<file path="config.mk">
export PLATFORM = sky130hd
export DESIGN_NAME = ecdf_recip_cell
export DESIGN_NICKNAME = d
export VERILOG_FILES = /design/src/sv/erf_normal_cdf_pdf_macros.svh /design/src/sv/ecdf_pkg.sv /design/src/sv/ecdf_recip_cell.sv
export SDC_FILE = /design/constraint.sdc
export NUM_CORES = 1
export LEC_CHECK = 0
export BUFFER_PORTS_ARGS = -buffer_cell sky130_fd_sc_hd__buf_2
export CAP_MARGIN = 0
export CORE_AREA = 4 4 629 631
export CTS_BUF_LIST = sky130_fd_sc_hd__clkbuf_4 sky130_fd_sc_hd__clkbuf_8 sky130_fd_sc_hd__clkbuf_16
export DETAILED_ROUTE_END_ITERATION = 12
export DIE_AREA = 0 0 633 635
export GPL_ROUTABILITY_DRIVEN = 0
export PLACE_DENSITY_LB_ADDON = 0.3
export SYNTH_ARGS = -nofsm -noshare
export SYNTH_HDL_FRONTEND = slang
export SYNTH_SLANG_ARGS = --single-unit
</file>
<file path="constraint.sdc">
create_clock -name clock -period 3.6 [get_ports clock]
set_input_delay 0.54 -clock clock [delete_from_list [all_inputs] [get_ports clock]]
set_output_delay 0.54 -clock clock [all_outputs]
set_load 0.05 [all_outputs]
</file>
<file path="src/sv/erf_normal_cdf_pdf_macros.svh">
// Assertion macros for the error function / normal distribution block.
`ifndef ERF_NORMAL_CDF_PDF_MACROS_SVH
`define ERF_NORMAL_CDF_PDF_MACROS_SVH
`ifndef NO_ASSERTIONS
`define ECDF_ASSERT_IMPL(label, clk, rst, ante, cons) \
   label: assert property (@(posedge clk) disable iff (rst) (ante) |-> (cons)) \
      else $error("ecdf assertion failed");
`define ECDF_ASSERT_NEXT(label, clk, rst, ante, cons) \
   label: assert property (@(posedge clk) disable iff (rst) (ante) |=> (cons)) \
      else $error("ecdf assertion failed");
`else
`define ECDF_ASSERT_IMPL(label, clk, rst, ante, cons)
`define ECDF_ASSERT_NEXT(label, clk, rst, ante, cons)
`endif
`endif

</file>
<file path="src/sv/ecdf_pkg.sv">
// Shared types and Q60 constants for the erf / normal CDF / normal PDF pipeline.
package ecdf_pkg;

   typedef enum logic [1:0] {
      OP_ERF  = 2'd0,
      OP_CDF  = 2'd1,
      OP_PDF  = 2'd2,
      OP_ZERO = 2'd3
   } op_type;

   localparam logic [63:0] ONE60 = 64'd1 << 60;

   localparam logic [63:0] COEF_A1 = 64'((128'd254829592 << 60) / 128'd1000000000);
   localparam logic [63:0] COEF_A2 =
      64'd0 - 64'((128'd284496736 << 60) / 128'd1000000000);
   localparam logic [63:0] COEF_A3 = 64'((128'd1421413741 << 60) / 128'd1000000000);
   localparam logic [63:0] COEF_A4 =
      64'd0 - 64'((128'd1453152027 << 60) / 128'd1000000000);
   localparam logic [63:0] COEF_A5 = 64'((128'd1061405429 << 60) / 128'd1000000000);
   localparam logic [63:0] COEF_P = 64'((128'd3275911 << 60) / 128'd10000000);
   localparam logic [63:0] NORM_PDF_SCALE =
      64'((128'd3989422804 << 60) / 128'd10000000000);
   localparam logic [63:0] INV_SQRT2 =
      64'((128'd7071067812 << 60) / 128'd10000000000);

   // added after each Horner multiply; the last multiply adds nothing
   localparam logic [63:0] POLY_ADD [0:4] = '{COEF_A4, COEF_A3, COEF_A2, COEF_A1, 64'd0};

   // everything one sample carries down the chain
   typedef struct packed {
      op_type      op;
      logic        neg;
      logic        big;
      logic        sgn;
      logic [31:0] mag;
      logic [63:0] a;
      logic [63:0] dvs;
      logic [63:0] rem;
      logic [63:0] quo;
      logic [63:0] t;
      logic [63:0] w;
      logic [63:0] term;
      logic [63:0] tv;
      logic [63:0] sum;
      logic [63:0] e;
      logic [63:0] pdf;
      logic [63:0] acc;
   } item_type;

endpackage

</file>
<file path="src/sv/ecdf_recip_cell.sv">
// One restoring-division step of the reciprocal t = 1/d.
module ecdf_recip_cell #(
   parameter bit FIRST = 1'b0
) (
   input  logic               clock,
   input  logic               reset,
   input  logic               adv,
   input  logic               in_valid,
   input  ecdf_pkg::item_type in_item,
   output logic               out_valid,
   output ecdf_pkg::item_type out_item
);
   logic               valid_ff;
   ecdf_pkg::item_type item_ff;
   ecdf_pkg::item_type item_in;
   logic [63:0]        r;
   logic [63:0]        q;

   always_comb begin
      item_in = in_item;
      r = FIRST ? in_item.rem : {in_item.rem[62:0], 1'b0};
      q = FIRST ? in_item.quo : {in_item.quo[62:0], 1'b0};
      if (r >= in_item.dvs) begin
         r = r - in_item.dvs;
         q = q | 64'd1;
      end
      item_in.rem = r;
      item_in.quo = q;
   end

   always_ff @(posedge clock) begin
      if (reset) begin
         valid_ff <= 1'b0;
      end else if (adv) begin
         valid_ff <= in_valid;
      end
   end

   always_ff @(posedge clock) begin
      if (adv) begin
         item_ff <= item_in;
      end
   end

   assign out_valid = valid_ff;
   assign out_item  = item_ff;
endmodule

</file>
==> key figures, run 1 <==
Outcome
  • Status: finished clean

Clock network
  • Clock root buffer: clkbuf_16
  • Setup Fix Bufs, Post-CTS: 0
  • Clock Path Buffers: 4
  • Clk pin slew, worst setup/hold paths: 0.07 ns
  • CTS H-tree depth: 3
  • Total CTS buffers: 114
  • Worst-Skew Late Latency: 0.85 ns
  • CTS tree: built
  • Clock sinks: 806

Power
  • Power per cell area: about 550 nW/um^2
  • Lkg Pwr: 22.9 nW
  • Peak VDD IR: 447 uV

Placed design
  • Detailed Place HPWL: 255 mm
  • Cells after DPL: between 8000 and 9000
  • # port buffers: 1612
  • Placed cell area: 45200 um^2

Flow run
  • Maxcap violations: 0

Floorplanning
  • Die Y: about 640 um
  • Num rows: 229
  • Total core area: between 300000 and 400000 um^2
  • DIE WIDTH: roughly 630 um
  • Die footprint: roughly 400000 um^2
  • I/O Pins: between 1500 and 2000
  • Starting density of the core: 0.0747

Logic synthesis
  • Most frequent cell after synthesis: edfxtp_1
  • Syn Area/Cell: 18.1 um^2
  • Synth top area share: 0.832
  • Synth Area in Adders: 0.0282
  • Synth warnings: 0
  • Mapped Cells: 1605
  • Compound-Gate Fraction of Synth Area: 0.0652
  • Mapped Nets: 2479
  • XOR/XNOR Fraction of Synth Area: 0.0169
  • Largest cells by area after synthesis: edfxtp_1 (83%), ha_1 (2.8%), nand2_1 (1.7%)
  • Largest family of logic cells by synthesized area: compound AO/OA/AOI/OAI gates
  • Multiplexer area fraction after synthesis: 0.00189
  • Synth top cells by count: edfxtp_1 (805), nand2_1 (133), o21ai_0 (91)
  • Async SR Flop Fraction: 0
  • Sequential share of the synthesized area: 0.832
  • Dominant cell type by area after synthesis: edfxtp_1
  • Simple-gate share of the synthesized area: 0.0389
  • Post-synth EDFFs: 805
  • Netlist Area Pre-Place: 29100 um^2
  • Most used DFF post-synth: edfxtp_1
  • Distinct cells, synth: 60
  • Seq cells post-synth: just over 800

STA
  • Worst slew margin: 0.550
  • Unrepaired setup endpoints after global routing: false
  • Layout Skew: 0 ns
  • Final setup TNS: 0 ns
  • Hold Violations, Final: 0
  • Peak Freq: 280 MHz
  • Worst-Margin Slew: between 0.6 and 0.7 ns
  • Final setup fails: 0
  • Max-slew violations: 0
  • Fin crit share: 0.991
  • Post-route minimum period: 3.57 ns
  • WHS: 0.129 ns

Setup path
  • CP most frequent cell: a21oi_1
  • Worst path bufs/invs: 4
  • CP max-delay cell: dlygate4sd3_1
  • Crit-path cells: dlygate4sd3_1 > buf_2 > inv_1 > ha_1 > a21oi_1 > o311ai_1 > o21ai_1 > a211o_1 > and2_1 > buf_4 > o21a_1 > a21oi_1 > xnor2_1 > o21ai_0
  • Req. time, crit path: 4.12 ns
  • Worst setup EP type: register
  • Critical path type: input port to register
  • Maximum fanout along the worst path: 5
  • Critical path's largest stage delay: 0.72 ns
  • Startpoint types: input port
  • CP top delay family: compound AO/OA/AOI/OAI gates
  • Arrival @ worst endpoint: 4.09 ns

Route
  • Via/cell ratio: 2.89
  • Final ANT Viol Nets: 0
  • Total vias in the final route: between 20000 and 30000
  • Routed WL per cell: 30.3 um
  • First DRT Iteration DRCs: 1996
  • DRC viols: 0
  • Router iterations before antenna repair: 5
  • Routed wire length: 292 mm

Global route
  • Vias in the first global route: 28800
  • GRT overflow: 0
  • GRT Total Usage: 0.139
  • Largest net degree at the start of global routing: 99
  • Antenna violations before repair: approximately 250
  • Global-route wire length before repair: 354 mm

Cells and area
  • Util after Layout: 0.147
  • Finished Layout Cells: slightly below 10000
  • Area growth, synth to finish: 97.3%
  • Design Area, Final: 57300 um^2
  • Share of layout cells above drive strength 1: 0.465
  • Nets: 5169

Worst hold path
  • Worst hold-check path type: input port to register
[worst reg2reg max path: stages, from the launching register on]
cell and delay, ns:
dfxtp_1 0.31, mux2i_1 0.12, nor2_1 0.06, dlygate4sd3_1 0.54
[worst paths after layout]
kind | cells past startpoint | endpoint | from | slack [ns]
worst max-delay path | 14 | out_item[625]$_DFFE_PP_ | in_item[670] | 0.03
worst max register to register | 3 | out_valid$_SDFFE_PP0P_ | out_valid$_SDFFE_PP0P_ | 2.47
worst min register to register | 3 | out_valid$_SDFFE_PP0P_ | out_valid$_SDFFE_PP0P_ | 1.04
worst min-delay path | 3 | out_item[639]$_DFFE_PP_ | in_item[638] | 0.13
[metrics by stage]
stage	power (mW)	setup slack, ns
2_1_floorplan	15.2	0.520
3_3_place_gp	18.6	-0.545
3_5_place_dp	18.6	-0.504
4_1_cts	32.2	0.000174
5_1_grt	32.7	0.00260
6_report	31.4	0.0338
[report_power, final]
part,internal (mW),switching (mW),total [mW]
Sequential,11.2,0.302,11.5
Clock,7.18,5.03,12.2
Combinational,2.01,5.64,7.65
[layout by cell type, fill, tap and decap left out, types with 28 or more instances in the layout]
cell type      instances
diode_2               60
buf_2               1611
nor2_1                38
ha_1                  64
nand2_1              133
buf_4                187
dlygate4sd3_1        793
a21oi_1               80
a21o_1                28
o21ai_0               89
edfxtp_1             805
inv_1                 84
clkbuf_16            114
xnor2_1               38
[routing by layer]
metal,track usage,routed length (um)
met2,0.252,147000
met3,0.0647,32500
met4,0.0449,13200
met1,0.139,99300
met5,0,349
[timing repair]
action,in CTS,in global routing
endpoints found under the setup margin,0,23
hold buffers,797,0
hold endpoints to repair,796,0
gates resized for setup,0,16
[registers in the layout (all words and copies together) (netlist names)]
register   flops
out_item     805
out_valid      1
[kinds of logic (layout without fill, tap and decap cells)]
kind of cell,Yosys count,after routing
and+or+nand+nor,254,254
adders and majority gates,65,65
muxes,5,5
buffers and inverters,123,2903
DFF,806,806
AOI/OAI and AO/OA,296,296
xor gates and xnor gates,56,56
other,0,60
[area by class of cell]
type	instances	area (um^2)
antenna	60	150
clock buffer	128	2960
clock inverter	78	983
fill	43700	332000
inverter	84	315
multi-input combinational	676	4440
sequential	806	24200
tap	5197	6500
timing repair buffer	2613	17800
Power figures use the tool's default switching activity.
==> run 2: changes to the inputs <==
- PLACE_DENSITY_LB_ADDON: 0.3 -> default
- SLEW_MARGIN: default -> 20
==> run 2 against run 1 <==
  * Via count up 2.5%
  * Worst hold slack got worse by 0.088 ns
  * Register-to-register slack barely moved
  * Fmax shrank 0.17%
  * Sequential power is essentially flat
  * Non-clock buffer count is 7 lower
  * Sequential share of layout area shrank 0.064 points
  * Utilization hardly changed
  * First-iteration DRC count increased by 13%
  * Clock power barely moved
  * Sequential cell count did not move
  * Largest cell class unchanged
==> key figures, run 2 (synthesis gave the netlist of run 1 again) <==
STA
  • PnR worst setup slack: between 0.02 and 0.03 ns
  • Fin crit share: 0.992
  • Hold Violations, Final: 0
  • Layout Skew: 0 ns
  • Peak Freq: 280 MHz
  • Max-slew violations: 0
  • Worst-Margin Slew: 0.716 ns
  • Post-route minimum period: between 3 and 4 ns
  • Worst slew margin: 0.518
  • Final setup fails: 0

Route
  • Total vias in the final route: around 29000
  • Via/cell ratio: around 3.0
  • Routed wire length: 331 mm
  • Final ANT Viol Nets: 0
  • Routed WL per cell: 34.4 um
  • First DRT Iteration DRCs: 2249
  • DRC viols: 0
  • Router iterations before antenna repair: 8

Cells and area
  • Finished Layout Cells: 9638
  • Fill cell count: 43700
  • Share of layout cells above drive strength 1: 0.464
  • Design Area, Final: 57400 um^2
  • Area of the multi-input gates: 4520 um^2
  • Nets: ~5200
  • Reg area: between 20000 and 25000 um^2
  • Commonest non-fill, non-tap cell in the layout: buf_2
  • Area growth, synth to finish: 97.6%
  • Commonest cells after routing, fill and taps aside: buf_2 (1610), edfxtp_1 (805), dlygate4sd3_1 (792), buf_4 (171), nand2_1 (132)
  • Number of flip-flops in the largest register: 805
  • Util after Layout: 0.148

Power
  • Total chip power: approximately 32 mW
  • Peak VDD IR: about 340 uV
  • Lkg Pwr: between 20 and 25 nW
  • Power per cell area: 550 nW/um^2

Clock network
  • Clock Path Buffers: 4
  • Worst-Skew Late Latency: 0.83 ns
  • CTS H-tree depth: 3
  • Clk pin slew, worst setup/hold paths: about 0.060 ns
  • Clock sinks: 806
  • CTS tree: built
  • Total CTS buffers: 113
  • Clock root buffer: clkbuf_16

Floorplanning
  • Starting density of the core: 0.0747
  • Num rows: roughly 230
  • I/O Pins: roughly 1600
  • DIE WIDTH: between 600 and 700 um
  • Die footprint: 402000 um^2
  • Die Y: 635 um
  • Total core area: 389000 um^2

Placed design
  • # port buffers: between 1500 and 2000
  • Place WS: -0.389 ns
  • Placed cell area: 45300 um^2
  • Cells after DPL: 8571
  • Detailed Place HPWL: 293 mm

Global route
  • Antenna violations before repair: 327
  • Largest net degree at the start of global routing: between 70 and 80
  • GRT Total Usage: 0.158
  • GRT overflow: 0
  • Vias in the first global route: approximately 28000
  • Global-route wire length before repair: 391 mm

Setup path
  • Req. time, crit path: 4.17 ns
  • CP endpoint: out_item[586]$_DFFE_PP_
  • R2R depth: 3
  • Worst setup EP type: register
  • Startpoint types: input port
  • Worst reg2reg setup slack: 2.46 ns
  • Crit-path cells: dlygate4sd3_1 > clkbuf_4 > inv_1 > ha_1 > buf_12 > buf_4 > a21o_1 > a31o_2 > a311oi_2 > a21oi_2 > buf_4 > o21ai_0 > buf_4 > a21oi_2 > o21ai_4 > buf_12 > buf_12 > mux2_2
  • Critical path type: input port to register
  • CP max-delay cell: dlygate4sd3_1
  • Maximum fanout along the worst path: 6
  • Crit path from: in_item[659]
  • Critical path's largest stage delay: between 0.5 and 0.6 ns
  • Worst R2R End: out_valid$_SDFFE_PP0P_
  • Arrival @ worst endpoint: 4.14 ns
  • Worst r2r src: out_valid$_SDFFE_PP0P_

Flow run
  • Maxcap violations: 0

Outcome
  • Status: finished clean

Worst hold path
  • Worst hold-check path type: input port to register
[run 2: worst max-delay path, delay by kind of cell]
kind	cells	cell delay, ns
buf+inv	9	1.72
fa+ha+maj	1	0.31
mux	1	0.34
compound gates	7	1.20
[run 2: power by group]
group	leakage (nW)	switching, mW	internal, mW
Clock	1.85	4.79	7.15
Combinational	13.1	6.08	2.06
Sequential	7.88	0.248	11.2
[run 2: worst min path at each step]
stage	from	cells after the start	slack, ns	endpoint
after floorplan	reset	1	0.61	out_valid$_SDFFE_PP0P_
after global placement	out_valid$_SDFFE_PP0P_	2	0.52	out_valid$_SDFFE_PP0P_
after detailed placement	out_valid$_SDFFE_PP0P_	2	0.50	out_valid$_SDFFE_PP0P_
after CTS	in_item[611]	3	0.0001	out_item[612]$_DFFE_PP_
after global routing	in_item[678]	1	0.02	out_item[678]$_DFFE_PP_
final	in_item[678]	1	0.04	out_item[678]$_DFFE_PP_
[run 2: layout make-up]
class                           count  area share
Clock buffer                      132      0.0523
Timing Repair Buffer             2606       0.312
Tap cell                         5197       0.113
Sequential cell                   806       0.421
Inverter                           84     0.00549
Clock inverter                     66      0.0142
Multi-Input combinational cell    676      0.0787
Antenna cell                       71     0.00309
[run 2: what timing repair did]
action / CTS / global route
hold endpoints to repair: 793 / 0
hold buffers: 794 / 0
setup endpoints to repair: 0 / 46
resized for setup: 0 / 24
buffers inserted: 0 / 2
[run 2: layer usage]
metal  share of wire  vias to the layer above  wire [um]  GRT usage
li1                -                    11700          -          -
met3            0.15                      778      50600      0.103
met2            0.49                     2175     162000      0.278
met4           0.042                       46      14000     0.0452
met1            0.32                    13900     105000      0.149
met5         0.00096                        -        317          0
[run 2: stage by stage]
stage | hold slack, ns | setup TNS (ns)
5_1_grt | 0.0153 | -0.0210
6_report | 0.0408 | 0
3_3_place_gp | 0.525 | -15.81
3_5_place_dp | 0.496 | -15.33
4_1_cts | 0.000125 | 0
2_1_floorplan | 0.612 | 0
